### src/design/pfla_ram.sv
// pfla_ram: generic single-clock RAM, one write port, one registered read port.
// No dependencies.
module pfla_ram #(
  parameter int unsigned WIDTH = 8,
  parameter int unsigned DEPTH = 16
) (
  input  logic                     clk_i,
  input  logic                     we_i,
  input  logic [$clog2(DEPTH)-1:0] waddr_i,
  input  logic [WIDTH-1:0]         wdata_i,
  input  logic                     re_i,
  input  logic [$clog2(DEPTH)-1:0] raddr_i,
  output logic [WIDTH-1:0]         rdata_o
);

  logic [WIDTH-1:0] mem_q [DEPTH];
  logic [WIDTH-1:0] rdata_q;

  always_ff @(posedge clk_i) begin
    if (we_i) begin
      mem_q[waddr_i] <= wdata_i;
    end
    if (re_i) begin
      rdata_q <= mem_q[raddr_i];
    end
  end

  assign rdata_o = rdata_q;

endmodule

### config.mk
export PLATFORM = sky130hd
export DESIGN_NAME = pfla_ram
export DESIGN_NICKNAME = d
export VERILOG_FILES = /design/src/design/pfla_ram.sv
export SDC_FILE = /design/constraint.sdc
export NUM_CORES = 1
export LEC_CHECK = 0
export ABC_AREA = 1
export BUFFER_PORTS_ARGS = -buffer_cell sky130_fd_sc_hd__buf_4
export CORE_UTILIZATION = 55
export CTS_CLUSTER_SIZE = 14
export DETAILED_ROUTE_END_ITERATION = 12
export GPL_ROUTABILITY_DRIVEN = 0
export GPL_TIMING_DRIVEN = 0
export HOLD_SLACK_MARGIN = 0.02
export PLACE_DENSITY_LB_ADDON = 0.3
export SLEW_MARGIN = 25
export SYNTH_ARGS = -nofsm -noshare
export SYNTH_HDL_FRONTEND = slang
export SYNTH_SLANG_ARGS = --single-unit
export TNS_END_PERCENT = 1
### constraint.sdc
create_clock -name clk_i -period 1.05 [get_ports clk_i]
set_input_delay 0.105 -clock clk_i [delete_from_list [all_inputs] [get_ports clk_i]]
set_output_delay 0.105 -clock clk_i [all_outputs]
set_load 0.02 [all_outputs]
==> metrics.md <==
| Metric | Value |
|---|---|
| Die ar. | `11000 um2` |
| Most frequent cells in the layout | `nand2_1 (167), edfxtp_1 (136), inv_1 (100)` |
| Ant diodes | `0` |
| Global-route wire length before repair | `21100 um` |
| CP max stage cell | `edfxtp_1` |
| NumNets Final | `621` |
| Maximum VDD drop | `1190 uV` |
| Outcome | `finished with violations` |
| Vias in the first global route | `3906` |
| Post-Syn Area | `around 5800 um2` |
| Worst-path fanout max | `1` |
| 1st-iter DRT viols | `486` |
| TritonCTS Sinks | `136` |
| Post-Syn Nets | `570` |
| Tot Pwr | `13.1 mW` |
| Hold_sp | `raddr_i[2]` |
| Violated checks | `setup timing` |
| Unrepaired setup endpoints after global routing | `yes` |
| Layout cells sized above 1 | `approximately a fifth` |
| Root Buffer Master | `clkbuf_8` |
| Final hold vios | `0` |
| Hold slack | `0.0941 ns` |
| Max Slew Vio Count | `0` |
| Ys Warns | `0` |
| Final Skew | `0.00478 ns` |
| Placed insts | `710` |
| Area grow syn2layout | `21.5%` |
| Final setup TNS | `-1.23 ns` |
| Synth Register Bits | `136` |
| Worst setup margin | `-0.111 ns` |
| Drt first pass iters | `5` |
| Fmax achieved | `~0.86 GHz` |
| FP Rows | `37` |
| GRT Total Usage | `about 27%` |
| Initial antenna violation count | `0` |
| Actual slew at the worst max-slew pin | `0.853 ns` |
| Synthesized instance count | `551` |
| Critical-path cell list | `buf_6` |
| Core Region | `10300 um2` |
| Yosys cell types | `11` |
| CP Launch Point | `rdata_o[0]` |
| Clock H-tree levels | `4` |
| Tightest Hold Check Type | `in -> reg` |
| Routed wire length | `roughly 14000 um` |
| Worst r2r src | `mem_q[1][1]` |
| CP Launch Type | `flip-flop` |
| Routed via count | `4051` |
| Final core utilization | `68.8%` |
| Critical path's largest stage delay | `0.39 ns` |
| Critical Path Stages | `1` |
| CTS buffer count | `17` |
| Skew-Pair Late Insertion Delay | `0.52 ns` |
| Vias per inst | `5.40` |
| Post-CTS Setup Inserts | `0` |
| Tcrit/Tclk final | `111%` |
| Slew headroom | `42.9%` |
| Die height | `between 100 and 150 um` |
| Syn_area_per_cell | `10.6 um2` |
| Worst Setup EP | `rdata_o[0]` |
| CP required | `0.94 ns` |
| Reg-to-reg endpoint | `rdata_o[1]` |
| Non-Filler Instances | `750` |
| Crit-path leading delay family | `flip-flops` |
| Worst r2r path cells | `6` |
| Largest net degree at the start of global routing | `17` |
| CP Buf/Inv Count | `1` |
| Final-report setup violation count | `16` |
| FILL cells | `704` |
| Post-route DRC | `0` |
| Tmin final | `1.16 ns` |
| Post-DP Area | `6190 um2` |
| I/O pin cnt | `27` |
| Die W | `~110 um` |
| MaxCap Viol Count | `0` |
| Worst R2R Setup Slack | `-0.10 ns` |
| Endpoint type of the worst setup path | `primary output` |
| Critical path class | `reg -> out` |
| Critical path arrival | `1.06 ns` |
| Max Root-Sink Buffers | `2` |
| Leak | `around 3.0 nW` |
| Worst-path clk slew | `0.06 ns` |
| Routed WL per cell | `around 19 um` |
| DP HPWL | `8620 um` |
| PD cells | `roughly 1800 nW/um2` |
| ANT nets after route | `0` |
| Port Buffers | `23` |
| Commonest non-fill, non-tap cell in the layout | `nand2_1` |
| CTS tree | `built` |
| Seq/Total Area, Yosys | `69.8%` |
| Setup WS pre-CTS | `-0.548 ns` |
| Initial Utilization | `between 50% and 60%` |
| Fin area | `7100 um2` |
| Grt total ovfl | `0` |
[power by group]
group          internal (mW)  switching, mW  leakage (nW)  total [mW]
registers               6.12         0.0339          1.24        6.15
logic                  0.320          0.639          1.53       0.959
clock network           3.81           2.14         0.283        5.95
[cell type report]
cell class	instances	area [um2]	share of cell area, %
repair buffers	32	293	4.12
plain buffers	24	166	2.34
well taps	136	170	2.40
inverters	102	383	5.39
multi-input cells	289	1410	19.9
flip-flops and latches	136	4080	57.5
clock buffers	17	414	5.83
clock inverters	14	183	2.57
[sequential cells by signal, indices dropped and copies added (netlist names)]
| name | flops |
|---|---|
| rdata_o | 8 |
| mem_q | 128 |
[worst min path at each step]
stage	endpoint	slack (ns)	cells after the start
6_report	rdata_o[6]	0.09	4
5_1_grt	rdata_o[0]	0.09	4
4_1_cts	rdata_o[4]	0.07	4
3_5_place_dp	rdata_o[5]	0.38	1
3_3_place_gp	rdata_o[5]	0.38	1
2_1_floorplan	mem_q[0][0]	0.20	0
[metal layers]
| layer | global-route usage (%) | vias to the layer above | wire length [um] |
|---|---|---|---|
| met4 | 10.6 | 0 | 275 |
| met5 | 0 | - | 0 |
| met2 | 42.2 | 253 | 6690 |
| met3 | 5.55 | 25 | 1520 |
| li1 | - | 1886 | - |
| met1 | 36.8 | 1887 | 5500 |
[cell families after synthesis]
| family | after synthesis | share of synthesized area, % |
|---|---|---|
| simple gates | 289 | 20.8 |
| flops | 136 | 69.8 |
| buf+inv | 126 | 9.39 |
[cell usage after synthesis]
cell,number,area share (%)
buf_6,6,1.2
nand2_1,173,11
buf_4,4,0.51
buf_1,1,0.064
buf_2,13,1.1
nand3b_1,2,0.26
nor2_1,17,1.1
inv_2,2,0.13
edfxtp_1,136,70
inv_1,100,6.4
nand3_1,97,8.3
[repair_timing]
action                                  4_1_cts  5_1_grt
endpoints found under the setup margin       24       48
hold buffers                                  9        0
hold endpoints to repair                    136        0
pin swaps                                     5        9
gates resized for setup                      22       31
No activity file was read; power rests on OpenSTA's default activity.
